## config.mk

```make
export PLATFORM = sky130hd
export DESIGN_NAME = miss_status_holding_table_top_flat
export DESIGN_NICKNAME = d
export VERILOG_FILES = /design/src/msht_pkg.sv /design/src/msht_req_if.sv /design/src/msht_rsp_if.sv /design/src/msht_ctrl.sv /design/src/msht_dp.sv /design/src/miss_status_holding_table_top.sv /design/src/flat_wrapper.sv
export VERILOG_INCLUDE_DIRS = /design/src /design/src/src
export SDC_FILE = /design/constraint.sdc
export NUM_CORES = 2
export LEC_CHECK = 0
export ABC_AREA = 1
export BUFFER_PORTS_ARGS = -buffer_cell sky130_fd_sc_hd__clkbuf_2
export CAP_MARGIN = 0
export CORE_MARGIN = 2
export CORE_UTILIZATION = 40
export DETAILED_ROUTE_END_ITERATION = 8
export PLACE_DENSITY = 0.58
export SYNTH_ARGS = -nofsm -noshare
export SYNTH_HDL_FRONTEND = slang
export SYNTH_SLANG_ARGS = --single-unit
```

## constraint.sdc

```tcl
create_clock -name clk -period 9.28 [get_ports clk]
set_input_delay 0.928 -clock clk [delete_from_list [all_inputs] [get_ports clk]]
set_output_delay 0.928 -clock clk [all_outputs]
set_load 0.02 [all_outputs]
```

## src/assert_macros.svh

```systemverilog
// Assertion macros shared by the miss status holding table modules.
// Each macro samples on the rising edge of clk and is disabled while arst_n is low.
`ifndef ASSERT_MACROS_SVH
`define ASSERT_MACROS_SVH
`ifndef SYNTHESIS
// The consequent must hold in the same cycle as the antecedent.
`define MSHT_ASSERT_IMP(label, ante, cons) \
	label: assert property (@(posedge clk) disable iff (!arst_n) (ante) |-> (cons)) \
		else $error("miss status holding table: assertion failed");
// The consequent must hold in the cycle after the antecedent.
`define MSHT_ASSERT_NXT(label, ante, cons) \
	label: assert property (@(posedge clk) disable iff (!arst_n) (ante) |=> (cons)) \
		else $error("miss status holding table: assertion failed");
`else
`define MSHT_ASSERT_IMP(label, ante, cons)
`define MSHT_ASSERT_NXT(label, ante, cons)
`endif
`endif

```

## src/msht_pkg.sv

```systemverilog
// Package with the types and constants of the miss status holding table.
`timescale 1ns / 1ps
package msht_pkg;

	localparam int ADDR_W   = 40;
	localparam int MODE_W   = 2;
	localparam int STATUS_W = 3;
	localparam int OCC_W    = 5;

	typedef enum logic [MODE_W-1:0] {
		MODE_INSERT   = 2'd0,
		MODE_COMPLETE = 2'd1,
		MODE_RENAME   = 2'd2,
		MODE_UNUSED   = 2'd3
	} mode_t;

	typedef enum logic [STATUS_W-1:0] {
		ST_STORED         = 3'd0,
		ST_WB_PASSED      = 3'd1,
		ST_HELD           = 3'd2,
		ST_DROPPED        = 3'd3,
		ST_REMOVED        = 3'd4,
		ST_NOMATCH_REMOVE = 3'd5,
		ST_RENAMED        = 3'd6,
		ST_NOMATCH_RENAME = 3'd7
	} status_t;

	typedef enum logic {
		CTL_IDLE = 1'b0,
		CTL_EXEC = 1'b1
	} ctl_state_t;

	// Commands from the controller to the datapath.
	typedef struct packed {
		logic capture;
		logic execute;
	} cmd_t;

endpackage

```

## src/msht_req_if.sv

```systemverilog
// Request channel interface: valid/ready handshake with the operation payload.
`timescale 1ns / 1ps
interface msht_req_if
	import msht_pkg::*;
();
	logic              valid;
	logic              ready;
	logic [MODE_W-1:0] mode;
	logic [ADDR_W-1:0] address;
	logic [ADDR_W-1:0] new_address;
	logic              is_writeback;

	modport source (output valid, mode, address, new_address, is_writeback, input ready);
	modport sink (input valid, mode, address, new_address, is_writeback, output ready);
endinterface

```

## src/msht_rsp_if.sv

```systemverilog
// Response channel interface: valid/ready handshake with the result payload.
`timescale 1ns / 1ps
interface msht_rsp_if
	import msht_pkg::*;
();
	logic                valid;
	logic                ready;
	logic [STATUS_W-1:0] status;
	logic [OCC_W-1:0]    occupancy;
	logic                holding;
	logic                promoted;

	modport source (output valid, status, occupancy, holding, promoted, input ready);
	modport sink (input valid, status, occupancy, holding, promoted, output ready);
endinterface

```

## src/msht_ctrl.sv

```systemverilog
// Controller state machine: request capture, execute sequencing and response valid.
`timescale 1ns / 1ps
`include "assert_macros.svh"
module msht_ctrl
	import msht_pkg::*;
(
	input  logic clk,
	input  logic arst_n,
	input  logic req_valid,
	output logic req_ready,
	output logic rsp_valid,
	input  logic rsp_ready,
	output cmd_t cmd
);

	ctl_state_t state_q, state_d;
	logic       rsp_valid_q, rsp_valid_d;

	always_ff @(posedge clk or negedge arst_n) begin
		if (!arst_n) begin
			state_q     <= CTL_IDLE;
			rsp_valid_q <= 1'b0;
		end else begin
			state_q     <= state_d;
			rsp_valid_q <= rsp_valid_d;
		end
	end

	always_comb begin
		state_d     = state_q;
		req_ready   = 1'b0;
		cmd.capture = 1'b0;
		cmd.execute = 1'b0;
		rsp_valid_d = rsp_valid_q && !rsp_ready;
		case (state_q)
			CTL_IDLE: begin
				req_ready = 1'b1;
				if (req_valid) begin
					cmd.capture = 1'b1;
					state_d     = CTL_EXEC;
				end
			end
			CTL_EXEC: begin
				// The result register must be free, or be emptied in this cycle.
				if (!rsp_valid_q || rsp_ready) begin
					cmd.execute = 1'b1;
					rsp_valid_d = 1'b1;
					state_d     = CTL_IDLE;
				end
			end
			default: begin
				state_d = CTL_IDLE;
			end
		endcase
	end

	assign rsp_valid = rsp_valid_q;

	`MSHT_ASSERT_IMP(a_exec_room, cmd.execute, !rsp_valid_q || rsp_ready)
	`MSHT_ASSERT_NXT(a_capture_exec, cmd.capture, state_q == CTL_EXEC)
endmodule

```

## src/msht_dp.sv

```systemverilog
// Datapath: operation registers, ordered entry table, hold slot and result register.
`timescale 1ns / 1ps
`include "assert_macros.svh"
module msht_dp
	import msht_pkg::*;
#(
	parameter int DEPTH = 16
) (
	input  logic                clk,
	input  logic                arst_n,
	input  cmd_t                cmd,
	input  logic [MODE_W-1:0]   mode,
	input  logic [ADDR_W-1:0]   address,
	input  logic [ADDR_W-1:0]   new_address,
	input  logic                is_writeback,
	output logic [STATUS_W-1:0] status,
	output logic [OCC_W-1:0]    occupancy,
	output logic                holding,
	output logic                promoted
);

	localparam int CW = $clog2(DEPTH + 1);

	// Captured request.
	logic [MODE_W-1:0] op_mode_q;
	logic [ADDR_W-1:0] op_addr_q;
	logic [ADDR_W-1:0] op_naddr_q;
	logic              op_wb_q;

	// Table and hold slot.
	logic [ADDR_W-1:0] entry_q [DEPTH];
	logic [CW-1:0]     count_q;
	logic              hold_valid_q;
	logic              hold_wb_q;
	logic [ADDR_W-1:0] hold_addr_q;

	// Result register.
	logic [STATUS_W-1:0] status_q;
	logic [OCC_W-1:0]    occ_q;
	logic                holding_q;
	logic                promoted_q;

	logic [DEPTH-1:0] match;
	logic [DEPTH-1:0] seen;
	logic [DEPTH-1:0] first;
	logic             hit;
	logic             full;

	status_t       status_d;
	logic [CW-1:0] count_d;
	logic [CW-1:0] count_rm;
	logic          hold_valid_d;
	logic          hold_wb_d;
	logic          hold_load;
	logic          promoted_d;
	logic          ins_store;
	logic          prom_store;
	logic          do_remove;
	logic          do_rename;
	logic [CW+OCC_W-1:0] occ_ext;

	always_ff @(posedge clk) begin
		if (cmd.capture) begin
			op_mode_q  <= mode;
			op_addr_q  <= address;
			op_naddr_q <= new_address;
			op_wb_q    <= is_writeback;
		end
	end

	// Parallel compare, then a prefix OR picks the oldest match.
	genvar gi;
	generate
		for (gi = 0; gi < DEPTH; gi++) begin : g_match
			assign match[gi] = (CW'(gi) < count_q) && (entry_q[gi] == op_addr_q);
			if (gi == 0) begin : g_first
				assign seen[gi]  = match[gi];
				assign first[gi] = match[gi];
			end else begin : g_rest
				assign seen[gi]  = match[gi] | seen[gi-1];
				assign first[gi] = match[gi] & ~seen[gi-1];
			end
		end
	endgenerate

	assign hit      = seen[DEPTH-1];
	assign full     = (count_q == CW'(DEPTH));
	assign count_rm = count_q - CW'(hit);

	always_comb begin
		status_d     = ST_NOMATCH_RENAME;
		count_d      = count_q;
		hold_valid_d = hold_valid_q;
		hold_wb_d    = hold_wb_q;
		hold_load    = 1'b0;
		promoted_d   = 1'b0;
		ins_store    = 1'b0;
		prom_store   = 1'b0;
		do_remove    = 1'b0;
		do_rename    = 1'b0;
		case (mode_t'(op_mode_q))
			MODE_INSERT: begin
				if (hold_valid_q) begin
					status_d = ST_DROPPED;
				end else if (full) begin
					status_d     = ST_HELD;
					hold_load    = 1'b1;
					hold_valid_d = 1'b1;
					hold_wb_d    = op_wb_q;
				end else if (op_wb_q) begin
					status_d = ST_WB_PASSED;
				end else begin
					status_d  = ST_STORED;
					ins_store = 1'b1;
					count_d   = count_q + CW'(1);
				end
			end
			MODE_COMPLETE: begin
				do_remove = hit;
				status_d  = hit ? ST_REMOVED : ST_NOMATCH_REMOVE;
				count_d   = count_rm;
				// The held request is retried after a completion that leaves room in the table.
				if (hold_valid_q && (count_rm != CW'(DEPTH))) begin
					hold_valid_d = 1'b0;
					hold_wb_d    = 1'b0;
					if (!hold_wb_q) begin
						prom_store = 1'b1;
						promoted_d = 1'b1;
						count_d    = count_rm + CW'(1);
					end
				end
			end
			MODE_RENAME: begin
				do_rename = hit;
				status_d  = hit ? ST_RENAMED : ST_NOMATCH_RENAME;
			end
			default: begin
				status_d = ST_NOMATCH_RENAME;
			end
		endcase
	end

	// Each entry takes a new address, the rename value, the promoted address,
	// or, except the last, its younger neighbor when the gap behind a removed entry closes.
	generate
		for (gi = 0; gi < DEPTH; gi++) begin : g_entry
			if (gi < DEPTH - 1) begin : g_shift
				always_ff @(posedge clk) begin
					if (cmd.execute) begin
						if (ins_store && (count_q == CW'(gi))) begin
							entry_q[gi] <= op_addr_q;
						end else if (do_rename && first[gi]) begin
							entry_q[gi] <= op_naddr_q;
						end else if (prom_store && (count_rm == CW'(gi))) begin
							entry_q[gi] <= hold_addr_q;
						end else if (do_remove && seen[gi] && (CW'(gi + 1) < count_q)) begin
							entry_q[gi] <= entry_q[gi+1];
						end
					end
				end
			end else begin : g_last
				always_ff @(posedge clk) begin
					if (cmd.execute) begin
						if (ins_store && (count_q == CW'(gi))) begin
							entry_q[gi] <= op_addr_q;
						end else if (do_rename && first[gi]) begin
							entry_q[gi] <= op_naddr_q;
						end else if (prom_store && (count_rm == CW'(gi))) begin
							entry_q[gi] <= hold_addr_q;
						end
					end
				end
			end
		end
	endgenerate

	always_ff @(posedge clk or negedge arst_n) begin
		if (!arst_n) begin
			count_q      <= '0;
			hold_valid_q <= 1'b0;
			hold_wb_q    <= 1'b0;
		end else if (cmd.execute) begin
			count_q      <= count_d;
			hold_valid_q <= hold_valid_d;
			hold_wb_q    <= hold_wb_d;
		end
	end

	assign occ_ext = {{OCC_W{1'b0}}, count_d};

	always_ff @(posedge clk) begin
		if (cmd.execute && hold_load) begin
			hold_addr_q <= op_addr_q;
		end
		if (cmd.execute) begin
			status_q   <= status_d;
			occ_q      <= occ_ext[OCC_W-1:0];
			holding_q  <= hold_valid_d;
			promoted_q <= promoted_d;
		end
	end

	assign status    = status_q;
	assign occupancy = occ_q;
	assign holding   = holding_q;
	assign promoted  = promoted_q;

	`MSHT_ASSERT_IMP(a_count_bound, 1'b1, count_q <= CW'(DEPTH))
	`MSHT_ASSERT_IMP(a_hold_when_full, $rose(hold_valid_q), count_q == CW'(DEPTH))
	`MSHT_ASSERT_IMP(a_one_match_pick, 1'b1, $onehot0(first))
endmodule

```

## src/miss_status_holding_table_top.sv

```systemverilog
// Top level of the miss status holding table: controller, datapath and channel wiring.
`timescale 1ns / 1ps
// The block keeps an ordered table of up to TABLE_DEPTH outstanding miss
// addresses plus one hold slot. Each request on the req channel is an insert,
// a completion or a rename, and each request produces exactly one response
// on the rsp channel with a status code, the table occupancy after the
// request, the hold slot state and a flag that tells whether a held request
// entered the table. The cycle in which a request is accepted loads the
// operation registers; the execute state that follows compares the address
// against every valid entry in parallel, picks the oldest match with a
// priority chain, and applies the insert or hold, the compaction after a
// removal with any promotion of the held request, or the rename while it
// loads the response register. A new request is accepted in the cycle after
// execute, even while the previous response still waits on rsp; execute only
// waits when the response register is still full, and no new request is
// taken before the previous one has executed. The entry storage is flip-flops
// with no reset and no clearing pass; entries beyond the fill count are never
// read, so the block is ready for requests in the first cycle after reset.
module miss_status_holding_table_top
	import msht_pkg::*;
#(
	parameter int TABLE_DEPTH = 16
) (
	input logic         clk,
	input logic         arst_n,
	msht_req_if.sink    req,
	msht_rsp_if.source  rsp
);

	// Commands from the controller into the datapath.
	cmd_t cmd;

	// The controller owns the handshakes and decides when the datapath
	// captures a request and when it executes it.
	msht_ctrl u_ctrl (
		.clk       (clk),
		.arst_n    (arst_n),
		.req_valid (req.valid),
		.req_ready (req.ready),
		.rsp_valid (rsp.valid),
		.rsp_ready (rsp.ready),
		.cmd       (cmd)
	);

	// The datapath holds the table, the hold slot and the response payload.
	msht_dp #(
		.DEPTH (TABLE_DEPTH)
	) u_dp (
		.clk          (clk),
		.arst_n       (arst_n),
		.cmd          (cmd),
		.mode         (req.mode),
		.address      (req.address),
		.new_address  (req.new_address),
		.is_writeback (req.is_writeback),
		.status       (rsp.status),
		.occupancy    (rsp.occupancy),
		.holding      (rsp.holding),
		.promoted     (rsp.promoted)
	);

endmodule
```

## src/flat_wrapper.sv

```systemverilog
// flat-port wrapper written by rule: the top's interface ports become plain ports
module miss_status_holding_table_top_flat import msht_pkg::*;
#(
	parameter int TABLE_DEPTH = 16
)
  (clk, arst_n, req_valid, req_mode, req_address, req_new_address, req_is_writeback, req_ready, rsp_valid, rsp_status, rsp_occupancy, rsp_holding, rsp_promoted, rsp_ready);
  msht_req_if req_i ();
  msht_rsp_if rsp_i ();
  input logic clk;
  input logic arst_n;
  input wire logic [$bits(req_i.valid)-1:0] req_valid;
  input wire logic [$bits(req_i.mode)-1:0] req_mode;
  input wire logic [$bits(req_i.address)-1:0] req_address;
  input wire logic [$bits(req_i.new_address)-1:0] req_new_address;
  input wire logic [$bits(req_i.is_writeback)-1:0] req_is_writeback;
  output wire logic [$bits(req_i.ready)-1:0] req_ready;
  output wire logic [$bits(rsp_i.valid)-1:0] rsp_valid;
  output wire logic [$bits(rsp_i.status)-1:0] rsp_status;
  output wire logic [$bits(rsp_i.occupancy)-1:0] rsp_occupancy;
  output wire logic [$bits(rsp_i.holding)-1:0] rsp_holding;
  output wire logic [$bits(rsp_i.promoted)-1:0] rsp_promoted;
  input wire logic [$bits(rsp_i.ready)-1:0] rsp_ready;
  assign req_i.valid = req_valid;
  assign req_i.mode = req_mode;
  assign req_i.address = req_address;
  assign req_i.new_address = req_new_address;
  assign req_i.is_writeback = req_is_writeback;
  assign req_ready = req_i.ready;
  assign rsp_valid = rsp_i.valid;
  assign rsp_status = rsp_i.status;
  assign rsp_occupancy = rsp_i.occupancy;
  assign rsp_holding = rsp_i.holding;
  assign rsp_promoted = rsp_i.promoted;
  assign rsp_i.ready = rsp_ready;
  miss_status_holding_table_top #(.TABLE_DEPTH(TABLE_DEPTH)) u_core (.clk(clk), .arst_n(arst_n), .req(req_i), .rsp(rsp_i));
endmodule
```

==> flow_summary.yaml <==
run_status:
  status: "finished, violations left"
  violations: "max-capacitance violations, max-slew violations"
yosys:
  syn-num-nets: 8097
  yosys_register_bits: 782
  netlist.area_leader.share_pct: 39.51
  netlist_area_sq_mm: 0.05876
  synth_edf_count: 773
  avgSynthCellArea_sq_um: 7.345
  yosysSeqAreaShare_pct: 39.89
  yosys-top-cells-area: "edfxtp_1, nand2_1, nand3_1"
  synth_top_area_cell: "edfxtp_1"
  synth_cell_types: 66
  synthArstFlopShare_pct: 1.151
  synth.yosys.warnings: 0
  syn_inst: 8000
  ys.flop_type: "edfxtp_1"
placement:
  post-place-ws_ps: 997.6
  port-buffer-count: 98
  placed_cells: 9654
  place.gp.congestion: 1.158
  dp.final_hpwl_mm: 257.4
clock_network:
  cts-root-buf: "clkbuf_16"
  cts_resized: 0
  clock_latency_ps: 760
  tritoncts: "built"
  cts_max_level: 3
  post_cts_buffers: 0
  cts_buffer_depth: 3
  path_clk_slew_ps: 60
  clkSinkCount: 782
  hold_buffers: 0
  cts_buffers: 102
timing:
  fin_setup_tns_ps: 0
  finalCritPeriodShare_pct: 93.21
  hold_ws_ps: 54.49
  setup_ws_ps: 629.8
  final_hold_viol_count: 0
  worst_pin_slew_ps: 1507
  setup_violations: 0
  fmax_mhz: 115.6
  relSlewSlack_pct: -0.6836
  final.setup_skew_ps: 33.21
  rsz0062_at_grt: "false"
  finalMaxSlewViolations: 2
  period_needed_ps: 8650
grt:
  grt_pass1_wl_mm: 456.8
  grt_max_degree: 90
  grt.total_usage_pct: 43.36
  grt.met2_usage_pct: 65.23
  grt_pass1_vias: 57250
  busiest_layer: "met2"
  grt_antenna_before_repair: 14
  grtUsageMet1_pct: 51.74
  use_met3_pct: 11.00
  overflow: 0
floorplan:
  fp.dieW_microns: 387.3
  io_pins: 99
  start_util_pct: 40.32
  core_area_sq_mm: 0.1457
  die_h_microns: 387.3
  rows: 140
  dieArea_sq_mm: 0.1500
critical_path:
  crit_path_max_incr_delay_ps: 880
  critPathSlowestCell: "inv_1"
  crit_type: "reg -> reg"
  start_kind: "flop"
  cp-end-kind: "flop"
  arrival_ps: 9080
  crit_buf_inv: 9
  reg2reg_slack_ps: 630
  worst_r2r_path_depth: 36
  crit_top_cell: "nor2_1"
  critPathTopFamily: "simple AND/OR/NAND/NOR gates"
  cp_max_fo: 29
  r2r-start: "u_core.u_dp.op_addr_q[21]"
  reg2reg_to: "u_core.u_dp.entry_q[1][180]"
  cp.required_ps: 9710
pwr:
  p_sw_share_pct: 39.81
  p_per_area_mw_per_mm2: 191.1
  power_frac_comb_pct: 31.8
  internal_power_uw: 7358
  switchingPower_uw: 4866
  pwr-share-seq_pct: 35.2
  p_clk_share_pct: 33.0
  p_leak_uw: 0.02639
  irDropWorstVdd_v: 0.0001684
final_layout:
  drive_above_1_share_pct: 8.928
  syn_to_final_growth_pct: 8.895
  utilization_pct: 43.90
  nets: 7938
  final_cells: 9843
routing:
  dr_total_vias: 61951
  viasPerCell: 6.294
  first_pass_iters: 6
  wl_mm: 336.4
  drtIter0Drc: 9595
  drc: 0
  wire_per_inst_microns: 34.17
  ant_nets: 0
min_path:
  hp-class: "in -> async"
run:
  max_cap_viol_count: 1
==> worst max path at each step <==
stage | startpoint | to | slack [ps] | depth (start not counted)
global route | u_core.u_dp.op_addr_q[21] | u_core.u_dp.entry_q[1][222] | 450 | 39
floorplan | u_core.u_dp.op_addr_q[2] | u_core.u_dp.entry_q[0][240] | 2080 | 33
detailed placement | u_core.u_dp.op_addr_q[21] | u_core.u_dp.entry_q[1][182] | 1000 | 36
finish | u_core.u_dp.op_addr_q[21] | u_core.u_dp.entry_q[1][180] | 630 | 36
global placement | u_core.u_dp.op_addr_q[21] | u_core.u_dp.entry_q[1][182] | 1030 | 36
CTS | u_core.u_dp.op_addr_q[21] | u_core.u_dp.entry_q[1][180] | 960 | 36
==> layer usage <==
layer / wire, microns / share of wire, %
met1: 117900 / 35
met2: 142900 / 42
met3: 40530 / 12
met4: 34990 / 10
met5: 23 / 0.0068
==> flip-flops by register name, summed over array words and instances, names as in the netlist, 2 cells and up <==
| signal | count |
|---|---|
| u_core.u_dp.count_q | 5 |
| u_core.u_dp.entry_q | 640 |
| u_core.u_dp.hold_addr_q | 40 |
| u_core.u_dp.occupancy | 5 |
| u_core.u_dp.op_addr_q | 40 |
| u_core.u_dp.op_mode_q | 2 |
| u_core.u_dp.op_naddr_q | 40 |
| u_core.u_dp.status | 3 |
==> power groups by stage <==
stage	clock network, uW	registers (uW)	logic (uW)
5_1_grt	4160	4310	3970
6_report	4040	4300	3890
3_5_place_dp	0	4360	3660
4_1_cts	4040	4290	3670
2_1_floorplan	0	4320	1980
3_3_place_gp	0	4360	3640
==> final cells by class <==
class | count | area (sq um)
Clock buffer | 127 | 2730
Fill cell | 14950 | 81760
Sequential cell | 782 | 23440
Timing Repair Buffer | 343 | 2342
Tap cell | 1917 | 2399
Clock inverter | 55 | 481.7
Inverter | 728 | 2733
Antenna cell | 7 | 17.52
Multi-Input combinational cell | 5884 | 29840
==> per-stage QoR <==
stage / power (uW) / area [sq um]
after floorplan: 6299 / 58760
after global placement: 8002 / 60750
after detailed placement: 8019 / 60750
after CTS: 11990 / 63970
after global routing: 12440 / 63970
final: 12220 / 63980
==> placed cells by master (no fill, tap or decap), drive strengths merged, types with 245 or more instances in the layout <==
cell    netlist  routed
a21oi       288     288
buf         325     245
edfxtp      773     773
inv         718     718
nand2      2322    2322
nand3       660     660
nand4       287     287
nor2        565     565
o211ai      339     339
o21ai       616     616
==> cell usage after synthesis, types with 11 or more instances <==
| cell | instances |
|---|---|
| buf_4 | 58 |
| nor3_1 | 95 |
| nor2_1 | 546 |
| o211ai_1 | 322 |
| inv_2 | 37 |
| nor3b_1 | 15 |
| or2_2 | 80 |
| nand3_1 | 650 |
| nor2_2 | 11 |
| buf_1 | 21 |
| buf_6 | 20 |
| inv_1 | 681 |
| o21ai_0 | 546 |
| buf_2 | 225 |
| clkbuf_1 | 276 |
| edfxtp_1 | 773 |
| o211ai_2 | 17 |
| nand4_1 | 274 |
| nand2_1 | 2312 |
| o21ai_1 | 69 |
| xor2_1 | 187 |
| a21oi_1 | 287 |
| nand3b_1 | 25 |
| nor4_1 | 80 |
| xnor2_1 | 238 |
==> kinds of logic after synthesis <==
| family | after synthesis | share of synthesized area, % |
|---|---|---|
| simple gates | 4172 | 31.25 |
| buf+inv | 1334 | 9.665 |
| compound gates | 1277 | 12.65 |
| flops | 782 | 39.89 |
| xor+xnor | 425 | 6.335 |
| fa+ha+maj | 10 | 0.2129 |
==> worst register-to-register path: cells and delay by family (launching register included) <==
| kind | cells | cell delay [ps] |
|---|---|---|
| AND/OR/NAND/NOR | 24 | 4450 |
| adder cells (fa/ha/maj) | 2 | 490 |
| flip-flops | 1 | 370 |
| XOR/XNOR | 1 | 350 |
| buffers and inverters | 9 | 2660 |
No activity file was read; power rests on OpenSTA's default activity.
